===== config.mk =====
export PLATFORM = sky130hd
export DESIGN_NAME = hbs_back
export DESIGN_NICKNAME = d
export VERILOG_FILES = /design/src/hbs_pkg.sv /design/src/hbs_back.sv
export SDC_FILE = /design/constraint.sdc
export NUM_CORES = 2
export LEC_CHECK = 0
export ABC_AREA = 1
export BUFFER_PORTS_ARGS = -buffer_cell sky130_fd_sc_hd__buf_2
export CAP_MARGIN = 20
export CORE_ASPECT_RATIO = 0.6
export CORE_MARGIN = 2
export CORE_UTILIZATION = 44
export CTS_BUF_LIST = sky130_fd_sc_hd__clkbuf_2
export CTS_CLUSTER_DIAMETER = 150
export DETAILED_ROUTE_END_ITERATION = 7
export GPL_TIMING_DRIVEN = 0
export PLACE_DENSITY = 0.59
export SKIP_LAST_GASP = 1
export SLEW_MARGIN = 25
export SYNTH_ARGS = -nofsm -noshare
export SYNTH_HDL_FRONTEND = slang
export SYNTH_SLANG_ARGS = --single-unit

===== constraint.sdc =====
create_clock -name clk -period 8.4 [get_ports clk]
set_input_delay 2.52 -clock clk [delete_from_list [all_inputs] [get_ports clk]]
set_output_delay 2.52 -clock clk [all_outputs]
set_load 0.005 [all_outputs]

===== src/hbs_pkg.sv =====
// ----------------------------------------------------------------------------
// hbs_pkg: shared types and constants for the heightmap 3x3 smoothing unit
// Field widths, register map, queue item layout and the reciprocal table
// used to divide by 255 times the neighbour count.
// ----------------------------------------------------------------------------
package hbs_pkg;

    localparam int DEF_MAX_WIDTH  = 1024;
    localparam int DEF_MAX_HEIGHT = 1024;

    localparam int SAMPLE_W    = 8;
    localparam int SIZE_W      = 11;
    localparam int HEIGHT_W    = 16;
    localparam int SUM_W       = 12;
    localparam int CNT_W       = 4;
    localparam int DIV_W       = 12;
    localparam int PROD_W      = 28;
    localparam int RECIP_SHIFT = 28;
    localparam int RECIP_W     = 21;
    localparam int QUEUE_DEPTH = 4;

    localparam int ADDR_W = 4;
    localparam int DATA_W = 32;

    localparam logic [1:0] REG_MAP_WIDTH  = 2'd0;
    localparam logic [1:0] REG_MAP_HEIGHT = 2'd1;
    localparam logic [1:0] REG_MAX_HEIGHT = 2'd2;

    localparam logic OP_SAMPLE = 1'b0;
    localparam logic OP_DRAIN  = 1'b1;

    localparam logic [SIZE_W-1:0]   RST_MAP_WIDTH  = 11'd256;
    localparam logic [SIZE_W-1:0]   RST_MAP_HEIGHT = 11'd256;
    localparam logic [HEIGHT_W-1:0] RST_MAX_HEIGHT = 16'd256;

    // floor(2^28 / (255 * count)) for each count a window can have
    localparam logic [RECIP_W-1:0] RECIP_1 = RECIP_W'((1 << RECIP_SHIFT) / 255);
    localparam logic [RECIP_W-1:0] RECIP_2 = RECIP_W'((1 << RECIP_SHIFT) / 510);
    localparam logic [RECIP_W-1:0] RECIP_3 = RECIP_W'((1 << RECIP_SHIFT) / 765);
    localparam logic [RECIP_W-1:0] RECIP_4 = RECIP_W'((1 << RECIP_SHIFT) / 1020);
    localparam logic [RECIP_W-1:0] RECIP_6 = RECIP_W'((1 << RECIP_SHIFT) / 1530);
    localparam logic [RECIP_W-1:0] RECIP_9 = RECIP_W'((1 << RECIP_SHIFT) / 2295);

    typedef struct packed {
        logic [SUM_W-1:0] sum;
        logic [CNT_W-1:0] count;
        logic             last;
    } hbs_item_t;

    function automatic logic [RECIP_W-1:0] recip_of(input logic [CNT_W-1:0] count);
        logic [RECIP_W-1:0] m;
        unique case (count)
            4'd1:    m = RECIP_1;
            4'd2:    m = RECIP_2;
            4'd3:    m = RECIP_3;
            4'd4:    m = RECIP_4;
            4'd6:    m = RECIP_6;
            4'd9:    m = RECIP_9;
            default: m = RECIP_1;
        endcase
        return m;
    endfunction

    function automatic logic [DIV_W-1:0] divisor_of(input logic [CNT_W-1:0] count);
        return DIV_W'(count) * DIV_W'(255);
    endfunction

endpackage


===== src/hbs_back.sv =====
// ----------------------------------------------------------------------------
// hbs_back: scale and normalize pipeline with output register
// Computes floor(sum * max_height / (255 * count)) with a reciprocal
// multiply and one remainder correction, at most one multiply per stage.
// ----------------------------------------------------------------------------
module hbs_back (
    input  logic                          clk,
    input  logic                          rst_n,
    input  logic [hbs_pkg::HEIGHT_W-1:0]  max_height,
    output logic                          pop,
    input  hbs_pkg::hbs_item_t            head_item,
    input  logic                          queue_empty,
    output logic                          m_axis_tvalid,
    input  logic                          m_axis_tready,
    output logic [hbs_pkg::HEIGHT_W-1:0]  m_axis_tdata,
    output logic                          m_axis_tlast
);
    import hbs_pkg::*;

    localparam int MUL_W = PROD_W + RECIP_W;

    logic                 adv;

    logic                 v1_reg;
    logic [PROD_W-1:0]    p1_reg;
    logic [RECIP_W-1:0]   m1_reg;
    logic [DIV_W-1:0]     d1_reg;
    logic                 l1_reg;

    logic                 v2_reg;
    logic [PROD_W-1:0]    p2_reg;
    logic [HEIGHT_W-1:0]  q2_reg;
    logic [DIV_W-1:0]     d2_reg;
    logic                 l2_reg;

    logic                 v3_reg;
    logic [PROD_W-1:0]    rem3_reg;
    logic [HEIGHT_W-1:0]  q3_reg;
    logic [DIV_W-1:0]     d3_reg;
    logic                 l3_reg;

    logic                 out_valid_reg;
    logic [HEIGHT_W-1:0]  out_data_reg;
    logic                 out_last_reg;

    logic [MUL_W-1:0]     est_next;
    logic [PROD_W-1:0]    back_next;
    logic                 fix_next;

    // Advance the whole pipe unless the output is held
    assign adv = !out_valid_reg || m_axis_tready;
    assign pop = adv && !queue_empty;

    assign est_next  = MUL_W'(p1_reg) * MUL_W'(m1_reg);
    assign back_next = PROD_W'(q2_reg) * PROD_W'(d2_reg);
    assign fix_next  = (rem3_reg >= PROD_W'(d3_reg));

    always_ff @(posedge clk)
    begin
        if (adv)
        begin
            p1_reg <= PROD_W'(head_item.sum) * PROD_W'(max_height);
            m1_reg <= recip_of(head_item.count);
            d1_reg <= divisor_of(head_item.count);
            l1_reg <= head_item.last;

            p2_reg <= p1_reg;
            q2_reg <= est_next[RECIP_SHIFT +: HEIGHT_W];
            d2_reg <= d1_reg;
            l2_reg <= l1_reg;

            rem3_reg <= p2_reg - back_next;
            q3_reg   <= q2_reg;
            d3_reg   <= d2_reg;
            l3_reg   <= l2_reg;

            out_data_reg <= q3_reg + HEIGHT_W'(fix_next);
            out_last_reg <= l3_reg;
        end
    end

    always_ff @(posedge clk or negedge rst_n)
    begin
        if (!rst_n)
        begin
            v1_reg        <= 1'b0;
            v2_reg        <= 1'b0;
            v3_reg        <= 1'b0;
            out_valid_reg <= 1'b0;
        end
        else if (adv)
        begin
            v1_reg        <= pop;
            v2_reg        <= v1_reg;
            v3_reg        <= v2_reg;
            out_valid_reg <= v3_reg;
        end
    end

    assign m_axis_tvalid = out_valid_reg;
    assign m_axis_tdata  = out_data_reg;
    assign m_axis_tlast  = out_last_reg;

endmodule


; ---- After elaboration in Yosys (flattened, before gate mapping)
; Cells that the tools add are included.
[op_classes]
addsub = 2
n_mul = 4
magnitude_cmp = 1
n_eq_ne = 5
muxes = 1
n_reduce_logical = 4
[op_table]
columns = cell, count
row1 = $pmux W21 S5, 1
row2 = $mul A28 B21 Y44, 1
row3 = $ge A28 B12 Y1, 1
row4 = $mul A12 B16 Y28, 1
row5 = $mul A16 B12 Y28, 1
row6 = $sub A28 B28 Y28, 1
row7 = $add A16 B1 Y16, 1
row8 = $mul A4 B8 Y12 const B, 1
row9 = $eq A4 B2 Y1 const B, 2
row10 = $eq A4 B3 Y1 const B, 2
row11 = $eq A4 B4 Y1 const B, 1
row12 = $logic_not A1 Y1, 2
row13 = $logic_and A1 B1 Y1, 1
row14 = $logic_or A1 B1 Y1, 1
[word_totals]
ff_bits = 197
in_bits = 37
out_inout_bits = 19
wordCells = 35

; ---- Logic depth before layout (Yosys ltp)
[depth]
depth_word = 3
depth_mapped = 30
ltp_nobuf = 28

; ---- Worst setup path after synthesis
; OpenSTA, ideal clock, no wires.
[synth_timing]
kind = input -> register
startpoint = in head_item[9] (netlist name)
endpoint = reg p1_reg[21], data pin
arrival_ns = 6.824
slack_ns = 1.324
cell_stages = 22
path_cell_list = clkbuf_1 clkbuf_1 nand2_1 fa_1 inv_1 fa_1 inv_1 fa_1 inv_1 fa_1 fa_1 ha_1 a21oi_1 o21ai_0 nand2_1 nand3_1 nand2_1 nand2_1 nand3_1 nand2_1 nand2_1 nand2_1
[synth_between]
elab_chain_cells = 1
[synth_lines]
columns = item, line_no
row1 = from (decl), hbs_back.sv:11  ; input hbs_pkg::hbs_item_t head_item,
row2 = $mul A12 B16 Y28, hbs_back.sv:62  ; p1_reg <= PROD_W'(head_item.sum) * PROD_W'(max_height);
row3 = to (signal assigned), hbs_back.sv:62
row4 = to (decl), hbs_back.sv:25  ; logic [PROD_W-1:0] p1_reg;
; No other way between the ends.
; A chain may end at the register's enable or synchronous reset.

; ---- Final worst setup path
[layout_timing]
startpoint = reg m1_reg[16]
endpoint = reg q2_reg[15], data pin
[layout_between]
elab_chain_cells = 1
[layout_lines]
columns = item, line_no
row1 = from (decl), hbs_back.sv:26  ; logic [RECIP_W-1:0] m1_reg;
row2 = from (signal assigned), hbs_back.sv:63  ; m1_reg <= recip_of(head_item.count);
row3 = $mul A28 B21 Y44, hbs_back.sv:54  ; assign est_next = MUL_W'(p1_reg) * MUL_W'(m1_reg);
row4 = net est_next[43], hbs_back.sv:46  ; logic [MUL_W-1:0] est_next;
row5 = to (signal assigned), hbs_back.sv:68  ; q2_reg <= est_next[RECIP_SHIFT +: HEIGHT_W];
row6 = to (decl), hbs_back.sv:32  ; logic [HEIGHT_W-1:0] q2_reg;
; The timed path passes the listed nets, and every way through them passes these cells.

==> impl_metrics.py <==
metrics = {
    "status": {
        "outcome": "finished, final reports clean",
    },
    "min_path": {
        "min_path_cells": 0,
        "holdCritPathClass": "register to register",
        "min_to": "m_axis_tlast$_DFFE_PN_",
        "hp-start": "l3_reg$_DFFE_PN_",
    },
    "routing": {
        "antenna_violating_nets_post_route": 0,
        "vias": 29200,
        "drt_pass1_iterations": 7,
        "avgRoutedWirePerCell_um": 20.8,
        "wl_um": 120000,
        "drt_iter0_drc": 3440,
        "drcViolationCount": 0,
        "via_per_inst": 5.05,
    },
    "sta": {
        "hold_violations": 0,
        "period_share_pct": 96.6,
        "fmax_mhz": 123,
        "rsz0062_at_grt": "false",
        "fin_crit_ns": 8.11,
        "setup_viol": 0,
        "skew_ns": 0.0684,
        "setup-tns-final_ns": 0,
        "tightestPinTransition_ns": 1.26,
        "slew_violations": 0,
        "max_slew_margin_pct": 15.8,
    },
    "worst_setup_path": {
        "crit_fanout": 10,
        "arrival_ns": 9.11,
        "timing.rr.start": "m1_reg[16]$_DFFE_PN_",
        "cp_common_cell": "fa_1",
        "cp_num_buf_inv": 5,
        "r2r_cells": 23,
        "r2r_slack_ns": 0.29,
        "worstReg2RegEnd": "q2_reg[15]$_DFFE_PN_",
        "cp.required_ns": 9.39,
        "crit_family": "adder cells",
        "start_kind": "register",
        "crit_type": "register to register",
        "end_kind": "register",
        "critPathSlowestCell": "clkbuf_1",
        "crit_chain": "clkbuf_1 > clkbuf_1 > nand2_1 > inv_1 > fa_1 > fa_1 > fa_1 > fa_1 > fa_1 > fa_1 > inv_1 > fa_1 > inv_1 > ha_1 > a21oi_1 > nor2_1 > nor2_1 > a21boi_0 > nand2_1 > nand2_1 > nand3b_1 > nand2_1 > nand2_1",
        "critPathMaxStageDelay_ns": 0.70,
    },
    "global_routing": {
        "grt_pass1_wl_um": 182000,
        "grt_max_degree": 95,
        "gr-total-overflow": 0,
        "grt.total_usage_pct": 28.1,
        "first_global_vias": 28700,
        "antenna_found_initial": 4,
    },
    "logic_synthesis": {
        "seq_area_frac_synth_pct": 14.9,
        "synthCells": 4542,
        "yosysTopAreaCell": "fa_1",
        "synth.mux.area_fraction_pct": 0,
        "syn-num-nets": 5639,
        "synth_top_family_by_area": "adder cells",
        "synthXorXnorAreaFrac_pct": 1.86,
        "synth_compound_area_share_pct": 3.12,
        "postSynthAreaPerCell_um2": 8.38,
        "synth_top_area_share_pct": 39.0,
        "yosysUniqueCellTypes": 47,
        "synth_area_um2": 38100,
        "ys_top_cells_by_area": "fa_1 39%, edfxtp_1 15%, inv_1 14%",
        "ys_ff_latch": 190,
        "synthAdderAreaFrac_pct": 49.5,
        "synth-simple-area-share_pct": 15.1,
        "ys_warn_count": 0,
    },
    "place": {
        "placement.io_buffers": 43,
        "place_congestion": 1.03,
        "dp_hpwl_um": 105000,
        "dpl-instance-area_um2": 39800,
    },
    "layout": {
        "utilization_pct": 46.9,
        "multi_input_area_um2": 26500,
        "nets": 5703,
        "final_cell_area_um2": 40100,
        "final_layout_size_suffix_gt1_share_pct": 2.90,
        "ff_latch_area_um2": 5690,
        "fill_cells": 8522,
        "synthToLayoutAreaGrowth_pct": 5.38,
    },
    "floorplanning": {
        "ioPinCount": 56,
        "rows": 83,
        "core_um2": 85600,
        "start_util_pct": 44.5,
        "die_x_um": 384,
        "die_y_um": 232,
        "die_area_um2": 89000,
    },
    "flow_run": {
        "max-cap-violations": 0,
    },
    "clock_network": {
        "cts_root_buf": "clkbuf_2",
        "clock_latency_ns": 1.20,
        "cts_max_level": 4,
        "cts_hold_buffers": 0,
        "cts.sink_count": 190,
        "numCtsBuffers": 17,
        "clkTransAtPathRegs_ns": 0.34,
        "cts_resized": 0,
        "cts_tree": "built",
        "cts_buffer_depth": 2,
        "postCtsSetupBuffers": 0,
    },
}
[cell type report]
| cell class | count | area share [%] |
|---|---|---|
| diodes | 4 | 0.0250 |
| plain buffers | 150 | 1.45 |
| clock buffers | 17 | 0.212 |
| clock inverters | 15 | 0.586 |
| inverters | 1422 | 13.3 |
| multi-input cells | 2780 | 66.0 |
| flip-flops and latches | 190 | 14.2 |
| well taps | 1147 | 3.58 |
| repair buffers | 45 | 0.674 |
[layout by cell type, fill, tap and decap left out, drive strengths merged, types with 4 or more instances in the layout]
master,synthesis,layout
edfxtp,186,186
a21oi,105,105
clkbuf,135,152
nand3b,4,4
nor4,8,8
a31oi,8,8
fa,742,742
nor2,156,156
inv,1422,1428
nor3,21,21
nand4,26,26
xnor2,22,22
diode,0,4
nand3,74,74
o21bai,17,17
o211ai,4,4
dfrtp,4,4
clkinv,0,6
o21ai,60,60
xor2,58,58
ha,318,318
buf,15,60
nand2,1136,1136
a21o,10,10
[worst max-delay path by stage]
stage / startpoint / endpoint / slack [ns] / depth (start not counted)
floorplan: head_item[9] / p1_reg[21]$_DFFE_PN_ / 1.32 / 22
global placement: m_axis_tready / m1_reg[17]$_DFFE_PN_ / -0.47 / 3
detailed placement: head_item[9] / p1_reg[21]$_DFFE_PN_ / 0.16 / 22
CTS: m1_reg[9]$_DFFE_PN_ / q2_reg[7]$_DFFE_PN_ / 0.48 / 25
global route: m1_reg[17]$_DFFE_PN_ / q2_reg[7]$_DFFE_PN_ / 0.12 / 25
finish: m1_reg[16]$_DFFE_PN_ / q2_reg[15]$_DFFE_PN_ / 0.29 / 23
[logic make-up after synthesis]
family,after synthesis
xor gates and xnor gates,80
buffers and inverters,1572
DFF,190
and+or+nand+nor,1429
adders and majority gates,1060
AOI/OAI and AO/OA,211
[metrics by stage]
step                instances  hold WS, ns  worst slack (ns)
floorplan                4542        0.400              1.32
global placement         5732        0.401            -0.469
detailed placement       5734        0.405             0.163
CTS                      5766        0.469             0.484
global route             5770        0.480             0.116
finish                   5770        0.455             0.287
[cells in the mapped netlist, drive strengths merged]
library cell     n
nand3           74
a31oi            8
o211ai           4
a21oi          105
ha             318
nor3            21
o31ai            3
nor2           156
nor3b            1
xor2            58
fa             742
and3             1
buf             15
o21bai          17
a21o            10
xnor2           22
or2              2
nand2         1136
nand3b           4
nor4             8
nand4           26
inv           1422
a21boi           3
edfxtp         186
o21ai           60
clkbuf         135
a211oi           1
dfrtp            4
[layer usage]
layer  track usage, %  vias to the layer above  wire (um)
li1                 -                    13200          -
met1             44.9                    14300      57900
met2             31.2                     1685      38500
met3             16.9                       80      22500
met4             3.22                        0       1030
met5                0                        -          0
Power is left out: the tool's default activity adds up to more than one toggle a clock period on the data nets, which glitch-free logic cannot reach.
