### config.mk
export PLATFORM = sky130hd
export DESIGN_NAME = hbs_queue
export DESIGN_NICKNAME = d
export VERILOG_FILES = /design/src/hbs_pkg.sv /design/src/hbs_queue.sv
export SDC_FILE = /design/constraint.sdc
export NUM_CORES = 1
export LEC_CHECK = 0
export BUFFER_PORTS_ARGS = -buffer_cell sky130_fd_sc_hd__buf_2
export CELL_PAD_IN_SITES_DETAIL_PLACEMENT = 1
export CELL_PAD_IN_SITES_GLOBAL_PLACEMENT = 1
export CORE_UTILIZATION = 25
export CTS_CLUSTER_DIAMETER = 100
export CTS_CLUSTER_SIZE = 25
export DETAILED_ROUTE_END_ITERATION = 10
export PLACE_DENSITY = 0.55
export SYNTH_ARGS = -nofsm -noshare
export SYNTH_HDL_FRONTEND = slang
export SYNTH_SLANG_ARGS = --single-unit
### constraint.sdc
create_clock -name clk -period 2.6 [get_ports clk]
set_input_delay 0.13 -clock clk [delete_from_list [all_inputs] [get_ports clk]]
set_output_delay 0.13 -clock clk [all_outputs]
set_load 0.01 [all_outputs]
### src/hbs_pkg.sv
// ----------------------------------------------------------------------------
// hbs_pkg: shared types and constants for the heightmap 3x3 smoothing unit
// Field widths, register map, queue item layout and the reciprocal table
// used to divide by 255 times the neighbour count.
// ----------------------------------------------------------------------------
package hbs_pkg;

    localparam int DEF_MAX_WIDTH  = 1024;
    localparam int DEF_MAX_HEIGHT = 1024;

    localparam int SAMPLE_W    = 8;
    localparam int SIZE_W      = 11;
    localparam int HEIGHT_W    = 16;
    localparam int SUM_W       = 12;
    localparam int CNT_W       = 4;
    localparam int DIV_W       = 12;
    localparam int PROD_W      = 28;
    localparam int RECIP_SHIFT = 28;
    localparam int RECIP_W     = 21;
    localparam int QUEUE_DEPTH = 4;

    localparam int ADDR_W = 4;
    localparam int DATA_W = 32;

    localparam logic [1:0] REG_MAP_WIDTH  = 2'd0;
    localparam logic [1:0] REG_MAP_HEIGHT = 2'd1;
    localparam logic [1:0] REG_MAX_HEIGHT = 2'd2;

    localparam logic OP_SAMPLE = 1'b0;
    localparam logic OP_DRAIN  = 1'b1;

    localparam logic [SIZE_W-1:0]   RST_MAP_WIDTH  = 11'd256;
    localparam logic [SIZE_W-1:0]   RST_MAP_HEIGHT = 11'd256;
    localparam logic [HEIGHT_W-1:0] RST_MAX_HEIGHT = 16'd256;

    // floor(2^28 / (255 * count)) for each count a window can have
    localparam logic [RECIP_W-1:0] RECIP_1 = RECIP_W'((1 << RECIP_SHIFT) / 255);
    localparam logic [RECIP_W-1:0] RECIP_2 = RECIP_W'((1 << RECIP_SHIFT) / 510);
    localparam logic [RECIP_W-1:0] RECIP_3 = RECIP_W'((1 << RECIP_SHIFT) / 765);
    localparam logic [RECIP_W-1:0] RECIP_4 = RECIP_W'((1 << RECIP_SHIFT) / 1020);
    localparam logic [RECIP_W-1:0] RECIP_6 = RECIP_W'((1 << RECIP_SHIFT) / 1530);
    localparam logic [RECIP_W-1:0] RECIP_9 = RECIP_W'((1 << RECIP_SHIFT) / 2295);

    typedef struct packed {
        logic [SUM_W-1:0] sum;
        logic [CNT_W-1:0] count;
        logic             last;
    } hbs_item_t;

    function automatic logic [RECIP_W-1:0] recip_of(input logic [CNT_W-1:0] count);
        logic [RECIP_W-1:0] m;
        unique case (count)
            4'd1:    m = RECIP_1;
            4'd2:    m = RECIP_2;
            4'd3:    m = RECIP_3;
            4'd4:    m = RECIP_4;
            4'd6:    m = RECIP_6;
            4'd9:    m = RECIP_9;
            default: m = RECIP_1;
        endcase
        return m;
    endfunction

    function automatic logic [DIV_W-1:0] divisor_of(input logic [CNT_W-1:0] count);
        return DIV_W'(count) * DIV_W'(255);
    endfunction

endpackage

### src/hbs_queue.sv
// ----------------------------------------------------------------------------
// hbs_queue: short FIFO between the window front end and the divide pipeline
// Holds classified window sums so each side can stall on its own.
// ----------------------------------------------------------------------------
module hbs_queue (
    input  logic              clk,
    input  logic              rst_n,
    input  logic              push,
    input  hbs_pkg::hbs_item_t push_item,
    output logic              full,
    input  logic              pop,
    output hbs_pkg::hbs_item_t head_item,
    output logic              empty
);
    import hbs_pkg::*;

    localparam int PTR_W  = (QUEUE_DEPTH > 1) ? $clog2(QUEUE_DEPTH) : 1;
    localparam int FILL_W = $clog2(QUEUE_DEPTH + 1);

    hbs_item_t          slot_reg [QUEUE_DEPTH];
    logic [PTR_W-1:0]   wr_ptr_reg;
    logic [PTR_W-1:0]   rd_ptr_reg;
    logic [FILL_W-1:0]  fill_reg;
    logic               do_push;
    logic               do_pop;

    assign full      = (32'(fill_reg) == 32'(QUEUE_DEPTH));
    assign empty     = (fill_reg == '0);
    assign do_push   = push && !full;
    assign do_pop    = pop && !empty;
    assign head_item = slot_reg[rd_ptr_reg];

    always_ff @(posedge clk)
    begin
        if (do_push)
        begin
            slot_reg[wr_ptr_reg] <= push_item;
        end
    end

    always_ff @(posedge clk or negedge rst_n)
    begin
        if (!rst_n)
        begin
            wr_ptr_reg <= '0;
            rd_ptr_reg <= '0;
            fill_reg   <= '0;
        end
        else
        begin
            if (do_push)
            begin
                wr_ptr_reg <= (32'(wr_ptr_reg) == QUEUE_DEPTH - 1) ? '0 : wr_ptr_reg + 1'b1;
            end
            if (do_pop)
            begin
                rd_ptr_reg <= (32'(rd_ptr_reg) == QUEUE_DEPTH - 1) ? '0 : rd_ptr_reg + 1'b1;
            end
            if (do_push && !do_pop)
            begin
                fill_reg <= fill_reg + 1'b1;
            end
            else if (do_pop && !do_push)
            begin
                fill_reg <= fill_reg - 1'b1;
            end
        end
    end

endmodule

Word-level counts from Yosys, hierarchy flattened
Memory sizes are Yosys's and may differ from the RTL's.
Cells that the tools add are included.
- bits in writable memories: 68
- memories: 1
- bits of input ports: 21
- register bits: 7
- ROM bits: 0
- latch bits: 0
- multiply operators: 0
- order comparisons: 0
- equal/unequal tests: 3
- shift-type cells: 0
- bitwise gates (word level): 0
- muxes and demuxes: 6
- divide/modulo/power cells: 0
- reduce and logical (&&, ||, !) cells: 10
- add/sub/neg operators: 4
- memories (name ; depth ; bits a word ; rd ports ; clocked after memory_dff ; write ports ; RTL line ; source):
    slot_reg ; 4 ; 17 ; 1 ; 0 ; 1 ; hbs_queue.sv:20 ; hbs_item_t slot_reg [QUEUE_DEPTH];
- operators with widths (operator ; count):
    3-bit two-way mux ; 2
    2-bit by 1-bit adder with 2-bit output, second input constant ; 2
    2-bit == test, second input constant ; 2
    1-bit logical AND ; 4
    1-bit zero test ; 4
    2-bit two-way mux ; 2
    3-bit by 1-bit adder with 3-bit output, second input constant ; 1
    3-bit == test, second input constant ; 1
    3-bit zero test ; 1
    3-bit by 1-bit subtractor with 3-bit output, second input constant ; 1
    1-bit two-way mux ; 2
    2-bit nonzero test ; 1

Logic depth before layout (Yosys ltp)
Gate-level depths: netlist (run 1).
- word-level depth: 7
- gate-level depth with buffers: 8

Worst setup path after synthesis (run 1)
Ideal clock, no wire load.
- path type: reg-to-reg
- from: register fill_reg[0]
- to: register fill_reg[1]
- stages on the path, launching flop included: 7
- data arrival time: 1.803 ns
- buffers on the path: 0
- period minus slack after synthesis: 1.928 ns
- path slack: 0.672 ns
- library setup time: 0.125 ns
- cells stage by stage: dfrtp_1 > nor3b_4 > nor2b_4 > ha_1 > inv_1 > fa_1 > mux2_2
- longest elaborated chain between the ends: 6
- elaborated cells between the ends (all ways): 15
- those cells by class: add/sub: 2; eq/ne: 1; mux: 2; reduce/logical: 10
- RTL lines (what ; RTL line ; source):
    start: declaration ; hbs_queue.sv:23 ; logic [FILL_W-1:0] fill_reg;
    start signal: assignment ; hbs_queue.sv:61 ; fill_reg <= fill_reg + 1'b1;
    start signal: assignment ; hbs_queue.sv:65 ; fill_reg <= fill_reg - 1'b1;
    3-bit == test * ; hbs_queue.sv:27 ; assign full = (32'(fill_reg) == 32'(QUEUE_DEPTH));
    named net full ; hbs_queue.sv:10 ; output logic full,
    1-bit zero test * ; hbs_queue.sv:29 ; assign do_push = push && !full;
    1-bit logical AND * ; hbs_queue.sv:29 ;
    named net do_push ; hbs_queue.sv:24 ; logic do_push;
    1-bit zero test ; hbs_queue.sv:63 ; else if (do_pop && !do_push)
    1-bit logical AND ; hbs_queue.sv:63 ;
    2-bit nonzero test (no source line) ; - ;
The timed path passes the listed nets; every way through them passes the cells marked *. The select of a mux whose other input is x is not followed.
A chain may end at the register's enable or synchronous reset.

==> results by group, run 1 <==
Run status
  • Status: complete, no violations

Worst hold path
  • HP Class: input port to register

Critical path
  • Worst path slowest cell: dfrtp_1
  • Top Family by Delay on Critical Path: flip-flops
  • Crit-path cells: buf_4 > mux4_2 > buf_2
  • Buf+Inv Stages, Crit Path: 2
  • CP Capture Type: output port
  • CP max stage delay: 0.81 ns
  • Type of origin of the critical path: register
  • Worst-path fanout max: 13
  • Crit path kind: register to output port
  • Data arrival time of the worst path: 2.11 ns
  • Req. time, crit path: 2.47 ns

Clocking
  • Post_cts resized: 0
  • # clock sinks: 75
  • Clock Tree Root: clkbuf_16
  • Number of CTS-inserted buffers: 9
  • H-tree depth: 3
  • TritonCTS clock tree: done
  • Clk_lat worst skew: 0.32 ns
  • Postcts setup bufs: 0
  • Clock slew at reported path FFs: 0.05 ns
  • Hold buffer count at CTS: 1
  • Clock buffer depth: 2

Synthesis
  • Syn Nets: 154
  • Yosys top cell area share: 69.98%
  • Synth Warn #: 0
  • Cell variety after synth: 22
  • Mean Syn Cell Area: 23.16 µm²
  • Cell count after synthesis: 126
  • Mapped Area: 0.002918 mm²
  • Ranking of synthesized cells by area: edfxtp_1 (70%), mux4_2 (13%), dfrtp_1 (6.0%), ha_1 (2.6%), mux2_4 (1.0%)
  • Register area share after synthesis: 75.99%
  • Cell taking the most area after synthesis: edfxtp_1
  • Yosys reg bits: 75

Finish
  • Finished Cell Area: 0.003628 mm²
  • Diodes inserted: 0
  • Max reg flops: 68
  • Area grow syn2layout: 24.36%
  • Most common cell after layout, fill and taps aside: edfxtp_1
  • # nets final: 207
  • Layout cells sized above 1: 45.90%
  • Most frequent cells in the layout: edfxtp_1 (68), buf_2 (39), mux4_2 (17)

Global routing
  • First-pass GRT wire length: 8.169 mm
  • Largest net degree at the start of global routing: 20
  • Initial antenna violation count: 0
  • Vias in the first global route: 1524
  • Total track usage: 9.806%
  • GR Overflow Total: 0

Routing
  • Wire length per cell: 16.12 µm
  • DRT iter0 DRCs: 37
  • TritonRoute pass-1 iters: 3
  • Final ANT Viol Nets: 0
  • Vias per cell: 4.117
  • DRC violations left: 0
  • Final WL: 5.256 mm
  • Vias: 1342

Power and ir drop
  • Sw Ratio: 28.20%
  • Psw: 1.194 mW
  • Pwr/cell area: 1167 mW/mm²
  • Worst vdd ir: 0.0005405 V
  • Clk pwr share: 30.4%
  • Reg power frac: 43.2%
  • Pint: 3.041 mW
  • Logic pwr share: 26.4%
  • Leakage power: 1.300 nW

Floorplanning
  • Die width: 110.0 µm
  • Num rows: 39
  • Die Span Y: 110.0 µm
  • DIE AREA: 0.01211 mm²
  • IO Pins: 40
  • Core area: 0.01142 mm²
  • Starting Density: 25.55%

Placed design
  • Area after DPL: 0.003303 mm²
  • Gpl congestion: 0.6552
  • Hpwl dp: 3.290 mm
  • I/O Buffers: 39

STA
  • Final hold viol count: 0
  • Worst Tran Pin Value: 0.9091 ns
  • Setup violators final: 0
  • Peak Freq: 446.1 MHz
  • Final period util: 86.21%
  • Worst Clk Skew: 0.002912 ns
  • RSZ-0062 raised after global routing: false
  • WHS: 0.01703 ns
  • Slew margin rel.: 39.39%
  • Minimum clock period: 2.241 ns
  • Slew Limit Fails: 0
  • Fin Setup TNS: 0 ns

Run
  • Max cap viols: 0
[power groups by stage]
stage | Combinational, mW | Sequential (mW) | Clock [mW]
floorplan | 0.864 | 1.72 | 0
global placement | 1.14 | 1.86 | 0
detailed placement | 1.15 | 1.86 | 0
CTS | 1.16 | 1.84 | 1.32
global route | 1.24 | 1.88 | 1.37
finish | 1.12 | 1.83 | 1.29
[worst register-to-register path: cells and delay by family, from the launching register on]
family	cells	cell delay [ns]
XOR/XNOR	2	0.31
buffers and inverters	1	0.07
adder cells (fa/ha/maj)	2	0.65
flip-flops	1	0.47
AND/OR/NAND/NOR	1	0.11
AO/OA/AOI/OAI	1	0.43
[kinds of logic (layout without fill, tap and decap cells)]
group | count (synthesis) | count (layout) | synth area share, %
buffers and inverters | 7 | 64 | 1.629
AOI/OAI and AO/OA | 2 | 2 | 0.6861
xor gates and xnor gates | 3 | 3 | 0.9007
DFF | 75 | 75 | 75.99
and+or+nand+nor | 11 | 11 | 2.616
muxes | 21 | 21 | 14.92
adders and majority gates | 7 | 7 | 3.259
[stage by stage]
stage / total power, mW / utilization [%] / setup WS (ns) / cells
3_5_place_dp: 3.011 / 28.93 / 0.4838 / 310
2_1_floorplan: 2.587 / - / 0.6721 / 126
6_report: 4.236 / 31.78 / 0.3586 / 326
5_1_grt: 4.492 / 31.78 / 0.1920 / 326
4_1_cts: 4.323 / 31.78 / 0.2667 / 326
3_3_place_gp: 3.001 / 28.93 / 0.5656 / 310
[Yosys cell counts]
cell	count
inv_1	3
dfrtp_1	7
mux4_2	17
buf_2	2
ha_1	6
mux2_4	2
a21o_1	1
fa_1	1
and2_1	3
buf_6	1
o31ai_2	1
nor3_1	2
nor3b_4	1
buf_8	1
nor2b_4	1
xnor2_1	1
nand2_1	1
nor2_1	3
edfxtp_1	68
xor2_1	2
mux2_2	1
mux2_1	1
[cell type report]
type                    instances  area [µm²]
inverters                       3       11.26
clock buffers                   9       225.2
clock inverters                 6       90.09
flip-flops and latches         75        2217
multi-input cells              44       655.6
well taps                     143       178.9
repair buffers                 46       250.2
fillers                      1186        7790
[per-layer routing]
metal	part of all wire, %	vias up	global-route usage (%)
met5	0	-	0
met1	45	691	11.43
met2	49	33	16.38
met4	0.53	0	2.857
li1	-	615	-
met3	5.4	3	4.233
[worst paths after layout]
check                                          startpoint  slack (ns)  cells past startpoint                         to
worst max-delay path            rd_ptr_reg[0]$_DFFE_PN0P_        0.36                      3              head_item[12]
worst min-delay path                         push_item[1]        0.02                      1   slot_reg[2][1]$_DFFE_PP_
worst max register to register    fill_reg[0]$_DFFE_PN0P_        0.48                      7    fill_reg[2]$_DFFE_PN0P_
worst min register to register    fill_reg[2]$_DFFE_PN0P_        0.55                      1    fill_reg[2]$_DFFE_PN0P_
max in group asynchronous                           rst_n        2.25                      2  rd_ptr_reg[0]$_DFFE_PN0P_
min in group asynchronous                           rst_n        0.18                      2  wr_ptr_reg[1]$_DFFE_PN0P_
Note: power is estimated with default switching activity, not from simulation.
==> inputs of run 2 (changes only) <==
--- a/config.mk
+++ b/config.mk
@@ -8,11 +8,11 @@
 export BUFFER_PORTS_ARGS = -buffer_cell sky130_fd_sc_hd__buf_2
 export CELL_PAD_IN_SITES_DETAIL_PLACEMENT = 1
 export CELL_PAD_IN_SITES_GLOBAL_PLACEMENT = 1
-export CORE_UTILIZATION = 25
+export CORE_UTILIZATION = 49
 export CTS_CLUSTER_DIAMETER = 100
 export CTS_CLUSTER_SIZE = 25
 export DETAILED_ROUTE_END_ITERATION = 10
-export PLACE_DENSITY = 0.55
+export PLACE_DENSITY = 0.88
 export SYNTH_ARGS = -nofsm -noshare
 export SYNTH_HDL_FRONTEND = slang
 export SYNTH_SLANG_ARGS = --single-unit
==> results by group, run 2 (synthesis results as in run 1) <==
Run status
  • Status: complete, no violations

Global routing
  • Vias in the first global route: 1604 (+5.2%)
  • Largest net degree at the start of global routing: 20 (unchanged)
  • GR Overflow Total: 0 (unchanged)
  • First-pass GRT wire length: 8.487 mm (+3.9%)
  • Total track usage: 19.88% (+10 points)
  • Initial antenna violation count: 0 (unchanged)

Finish
  • Area occupied by multi-input gates: 653.1 µm² (-0.38%)
  • Layout cells sized above 1: 42.41% (-3.5 points)
  • # nets final: 215 (+3.9%)
  • Finished Cell Area: 0.003462 mm² (-4.6%)
  • Most frequent cells in the layout: edfxtp_1 (68), buf_2 (39), mux4_2 (17)
  • Area grow syn2layout: 18.65%
  • Fill count: 491 (-59%)
  • Most common cell after layout, fill and taps aside: edfxtp_1
  • Diodes inserted: 0 (unchanged)
  • Max reg flops: 68 (unchanged)
  • Sequential cell area: 0.002217 mm² (unchanged)
  • Final core utilization: 61.74% (+30 points)

Clocking
  • Clock slew at reported path FFs: 0.07 ns (+0.02 ns)
  • TritonCTS clock tree: done
  • Clk_lat worst skew: 0.33 ns (about the same)
  • Clock Tree Root: clkbuf_8
  • H-tree depth: 3 (unchanged)
  • # clock sinks: 75 (unchanged)
  • Number of CTS-inserted buffers: 9 (unchanged)
  • Clock buffer depth: 2 (unchanged)
  • Postcts setup bufs: 0 (unchanged)

Critical path
  • Worst-path fanout max: 5 (-8)
  • Crit path kind: register to register
  • RR Endpoint: fill_reg[2]$_DFFE_PN0P_
  • Type of origin of the critical path: register
  • CP Capture Type: register
  • Reg-to-reg startpoint: fill_reg[0]$_DFFE_PN0P_
  • Data arrival time of the worst path: 2.40 ns (+0.29 ns)
  • Req. time, crit path: 2.85 ns (+0.38 ns)
  • R2R Setup Slk: 0.46 ns (-0.02 ns)
  • Reg2reg path depth: 7 (unchanged)

Routing
  • Final ANT Viol Nets: 0 (unchanged)
  • DRC violations left: 0 (unchanged)
  • Final WL: 5.365 mm (+2.1%)
  • Vias per cell: 5.205 (+26%)
  • TritonRoute pass-1 iters: 4 (+1)
  • DRT iter0 DRCs: 43 (+16%)
  • Vias: 1369 (+2.0%)
  • Wire length per cell: 20.40 µm (+27%)

STA
  • Final period util: 82.48% (-3.7 points)
  • Worst Clk Skew: 0.007147 ns (+0.004234 ns)
  • Slew Limit Fails: 0 (unchanged)
  • Slew margin rel.: 40.20% (+0.81 points)
  • Minimum clock period: 2.144 ns (-0.09707 ns)
  • Worst Tran Pin Value: 0.8970 ns (-0.01215 ns)
  • Fin Setup TNS: 0 ns (unchanged)
  • RSZ-0062 raised after global routing: false
  • Setup violators final: 0 (unchanged)
  • Final hold viol count: 0 (unchanged)
  • Peak Freq: 466.3 MHz (+4.5%)

Worst hold path
  • WHS Path Cells: 1 (unchanged)
  • HP Class: input port to register
  • Hold Startpoint: push_item[11]
  • Hold path endpoint: slot_reg[0][11]$_DFFE_PP_

Floorplanning
  • Core area: 0.005608 mm² (-51%)
  • DIE AREA: 0.006267 mm² (-48%)
  • Starting Density: 52.03% (+26 points)
  • Die Span Y: 79.17 µm (-28%)
  • Die width: 79.17 µm (-28%)
  • Num rows: 27 (-31%)
  • IO Pins: 40 (unchanged)

Placed design
  • Gpl congestion: 0.7251 (+11%)
  • I/O Buffers: 39 (unchanged)
  • Hpwl dp: 3.669 mm (+12%)
  • Area after DPL: 0.003204 mm² (-3.0%)

Power and ir drop
  • Leakage power: 1.259 nW (-3.1%)
  • Worst vdd ir: 0.0006253 V (+16%)
  • Pwr Total: 3.684 mW (-13%)
  • Pwr/cell area: 1064 mW/mm² (-8.8%)

Run
  • Max cap viols: 0 (unchanged)
run 2: cell types whose count changed in the layout (fill, tap and decap cells not counted), moves of 2 or more:
cell           change
clkbuf_16          -9
dlygate4sd3_1      +9
clkinv_2           +2
bufinv_16          -2
clkbuf_8           +9
run 2: how the worst max path moves through the flow:
stage | startpoint | slack (ns) | depth (start not counted) | to
after floorplan | fill_reg[0]$_DFFE_PN0P_ | 0.67 | 6 | fill_reg[1]$_DFFE_PN0P_
after global placement | fill_reg[0]$_DFFE_PN0P_ | 0.61 | 7 | fill_reg[2]$_DFFE_PN0P_
after detailed placement | fill_reg[0]$_DFFE_PN0P_ | 0.43 | 7 | fill_reg[2]$_DFFE_PN0P_
after CTS | rd_ptr_reg[0]$_DFFE_PN0P_ | 0.41 | 3 | head_item[12]
after global routing | fill_reg[0]$_DFFE_PN0P_ | 0.24 | 7 | fill_reg[2]$_DFFE_PN0P_
final | fill_reg[0]$_DFFE_PN0P_ | 0.46 | 7 | fill_reg[2]$_DFFE_PN0P_
run 2: area by class of cell:
cell class / count / area share [%]
Tap cell: 72 / 2.602
Inverter: 3 / 0.3253
Clock inverter: 6 / 0.9758
Multi-Input combinational cell: 44 / 18.87
Timing Repair Buffer: 54 / 9.613
Sequential cell: 75 / 64.04
Clock buffer: 9 / 3.578
run 2: power breakdown:
part	leakage, nW	switching, mW	internal (mW)
combinational	0.476	0.552	0.600
clock	0.0783	0.384	0.332
sequential	0.705	0.210	1.61
total	1.26	1.15	2.54
run 2: repair_timing:
action / in CTS / in global routing
hold endpoints to repair: 38 / 0
gates resized for setup: 0 / 0
hold buffers: 10 / 0
run 2: metrics by stage:
step | setup WS, ns | hold slack, ns | std cells
2_1_floorplan | 0.6721 | -0.1656 | 126
3_3_place_gp | 0.6130 | -0.03374 | 238
3_5_place_dp | 0.4286 | -0.02453 | 238
4_1_cts | 0.4097 | 0.001289 | 263
5_1_grt | 0.2438 | 0.008661 | 263
6_report | 0.4556 | 0.02049 | 263
run 2: per-layer routing:
| layer | track usage, % | vias to the layer above | part of all wire (%) |
|---|---|---|---|
| met1 | 22.30 | 700 | 39 |
| met3 | 3.908 | 8 | 3.6 |
| met4 | 10.55 | 0 | 1.3 |
| li1 | - | 630 | - |
| met2 | 35.60 | 31 | 56 |
| met5 | 0 | - | 0 |
run 2: critical path, stage by stage (launching register included):
cell and delay (ns):
dfrtp_1 0.48, o31ai_2 0.44, ha_1 0.27, inv_1 0.06, fa_1 0.37, xor2_1 0.15
nor2_1 0.11, xor2_1 0.17
==> inputs of run 3 (changes only) <==
--- a/config.mk
+++ b/config.mk
@@ -8,11 +8,11 @@
 export BUFFER_PORTS_ARGS = -buffer_cell sky130_fd_sc_hd__buf_2
 export CELL_PAD_IN_SITES_DETAIL_PLACEMENT = 1
 export CELL_PAD_IN_SITES_GLOBAL_PLACEMENT = 1
-export CORE_UTILIZATION = 49
+export CORE_UTILIZATION = 44
 export CTS_CLUSTER_DIAMETER = 100
 export CTS_CLUSTER_SIZE = 25
 export DETAILED_ROUTE_END_ITERATION = 10
-export PLACE_DENSITY = 0.88
+export PLACE_DENSITY = 0.84
 export SYNTH_ARGS = -nofsm -noshare
 export SYNTH_HDL_FRONTEND = slang
 export SYNTH_SLANG_ARGS = --single-unit
==> constraint.sdc (replaced) <==
create_clock -name clk -period 1.9 [get_ports clk]
set_input_delay 0.095 -clock clk [delete_from_list [all_inputs] [get_ports clk]]
set_output_delay 0.095 -clock clk [all_outputs]
set_load 0.01 [all_outputs]
==> results by group, run 3 (synthesis results as in run 1) <==
Finish
  • Cell Count, Final, Fillers Out: 286 (+8.7%)
  • Most frequent cells in the layout: edfxtp_1 (68), buf_2 (39), dlygate4sd3_1 (18)
  • Most common cell after layout, fill and taps aside: edfxtp_1
  • Max reg flops: 68 (unchanged)
  • Finished Cell Area: 0.003662 mm² (+5.8%)
  • Area grow syn2layout: 25.51%
  • Layout cells sized above 1: 46.41% (+4.0 points)
  • Final core utilization: 57.35% (-4.4 points)
  • Diodes inserted: 0 (unchanged)
  • # nets final: 232 (+7.9%)

Critical path
  • Worst path slowest cell: dfrtp_2
  • Type of origin of the critical path: register
  • Worst-path fanout max: 4 (-1)
  • Data arrival time of the worst path: 2.06 ns (-0.34 ns)
  • Top Family by Delay on Critical Path: adder cells
  • Req. time, crit path: 2.12 ns (-0.73 ns)
  • CP Capture Type: register
  • Crit path kind: register to register
  • CP max stage delay: 0.45 ns (-0.03 ns)
  • Buf+Inv Stages, Crit Path: 1 (unchanged)
  • Crit-path cells: nor3b_4 > nor2b_4 > ha_2 > inv_2 > fa_2 > mux2_2

Floorplanning
  • Core area: 0.006386 mm² (+14%)
  • DIE AREA: 0.006961 mm² (+11%)
  • Num rows: 29 (+7.4%)
  • Die Span Y: 83.44 µm (+5.4%)
  • Die width: 83.44 µm (+5.4%)
  • IO Pins: 40 (unchanged)
  • Starting Density: 45.69% (-6.3 points)

STA
  • Final period util: 96.86% (+14 points)
  • Minimum clock period: 1.840 ns (-0.3039 ns)
  • Peak Freq: 543.4 MHz (+17%)
  • Slew Limit Fails: 0 (unchanged)
  • Worst Clk Skew: 0.006736 ns (-0.0004110 ns)
  • Setup violators final: 0 (unchanged)
  • Final hold viol count: 0 (unchanged)
  • Slew margin rel.: 67.26% (+27 points)
  • Worst Tran Pin Value: 0.4911 ns (-0.4059 ns)
  • Setup ws final: 0.05958 ns (-0.3961 ns)
  • WHS: 0.1164 ns (+0.09588 ns)
  • RSZ-0062 raised after global routing: true

Worst hold path
  • HP Class: input port to asynchronous set/reset pin

Placed design
  • Placed Instances: 246 (+3.4%)
  • Area after DPL: 0.003233 mm² (+0.90%)
  • Hpwl dp: 3.546 mm (-3.3%)
  • Gpl congestion: 0.7251 (unchanged)
  • I/O Buffers: 39 (unchanged)
  • Pre-CTS worst setup slack: -0.05328 ns (-0.4819 ns)

Clocking
  • Clock slew at reported path FFs: 0.07 ns (about the same)
  • Clock Tree Root: clkbuf_8
  • TritonCTS clock tree: done
  • Clock buffer depth: 2 (unchanged)
  • # clock sinks: 75 (unchanged)
  • H-tree depth: 3 (unchanged)
  • Number of CTS-inserted buffers: 9 (unchanged)
  • Clk_lat worst skew: 0.34 ns (about the same)

Global routing
  • Total track usage: 17.27% (-2.6 points)
  • Met3 Use GR: 4.970% (+1.1 points)
  • Initial antenna violation count: 0 (unchanged)
  • GR Util met2: 28.84% (-6.8 points)
  • First-pass GRT wire length: 8.618 mm (+1.5%)
  • Vias in the first global route: 1631 (+1.7%)
  • GR Layer Usage met1: 21.53% (-0.77 points)
  • GR peak layer: met2
  • Largest net degree at the start of global routing: 18 (-10%)
  • GR Overflow Total: 0 (unchanged)

Routing
  • DRC violations left: 0 (unchanged)
  • TritonRoute pass-1 iters: 4 (unchanged)
  • Vias per cell: 5.042 (-3.1%)
  • Final WL: 5.422 mm (+1.1%)
  • Final ANT Viol Nets: 0 (unchanged)
  • Wire length per cell: 18.96 µm (-7.1%)
  • DRT iter0 DRCs: 103 (+140%)
  • Vias: 1442 (+5.3%)

Run
  • Max cap viols: 0 (unchanged)

Power and ir drop
  • Reg power frac: 45.4% (-3.9 points)
  • Sw Ratio: 29.58% (-1.5 points)
  • Clk pwr share: 20.9% (+1.5 points)
  • Leakage power: 1.345 nW (+6.8%)
  • Logic pwr share: 33.7% (+2.4 points)
  • Pint: 3.760 mW (+48%)
  • Worst vdd ir: 0.0009156 V (+46%)
  • Pwr/cell area: 1458 mW/mm² (+37%)
  • Psw: 1.579 mW (+38%)

Run status
  • Status: complete, no violations
[run 3: power by group through the flow]
stage | clock network (mW) | registers, mW | logic, mW
after CTS | 1.15 | 2.43 | 1.83
after global placement | 0 | 2.41 | 1.63
after detailed placement | 0 | 2.46 | 1.71
final | 1.11 | 2.42 | 1.80
after global routing | 1.21 | 2.46 | 1.97
after floorplan | 0 | 2.36 | 1.18
[run 3: metal layers]
| layer | vias up | share of wire [%] |
|---|---|---|
| met1 | 725 | 42 |
| met2 | 40 | 51 |
| met5 | - | 0 |
| li1 | 666 | - |
| met4 | 0 | 1.5 |
| met3 | 11 | 4.4 |
[run 3: through the flow]
step / TNS (ns) / power, mW
2_1_floorplan: -0.02828 / 3.540
3_3_place_gp: 0 / 4.037
3_5_place_dp: -1.338 / 4.165
4_1_cts: 0 / 5.400
5_1_grt: -0.05843 / 5.639
6_report: 0 / 5.338
[run 3: final cells by class]
cell class | instances | area, µm²
well taps | 77 | 96.34
repair buffers | 71 | 484.2
clock inverters | 3 | 38.79
flip-flops and latches | 75 | 2222
clock buffers | 13 | 138.9
fillers | 577 | 2724
multi-input cells | 44 | 670.6
inverters | 3 | 11.26
[run 3: worst paths after layout]
check | cells past startpoint | slack, ns | endpoint | start
setup / recovery | 6 | 0.06 | fill_reg[1]$_DFFE_PN0P_ | fill_reg[1]$_DFFE_PN0P_
hold / removal | 2 | 0.12 | wr_ptr_reg[0]$_DFFE_PN0P_ | rst_n
setup reg to reg | 6 | 0.06 | fill_reg[1]$_DFFE_PN0P_ | fill_reg[1]$_DFFE_PN0P_
hold reg to reg | 1 | 0.59 | wr_ptr_reg[1]$_DFFE_PN0P_ | wr_ptr_reg[1]$_DFFE_PN0P_
max in group asynchronous | 2 | 1.60 | rd_ptr_reg[1]$_DFFE_PN0P_ | rst_n
min in group clk | 4 | 0.19 | rd_ptr_reg[0]$_DFFE_PN0P_ | pop
[run 3: worst reg2reg max path, stage by stage, from the launching register on]
cell     delay [ns]
dfrtp_2        0.45
nor3b_4        0.27
nor2b_4        0.07
ha_2           0.19
inv_2          0.05
fa_2           0.42
mux2_2         0.27
[run 3: timing repair]
item / CTS / global route
pin swaps: 4 / 4
hold endpoints to repair: 75 / 0
hold buffers: 18 / 0
setup buffers: 4 / 2
gates resized for setup: 8 / 4
endpoints found under the setup margin: 42 / 19
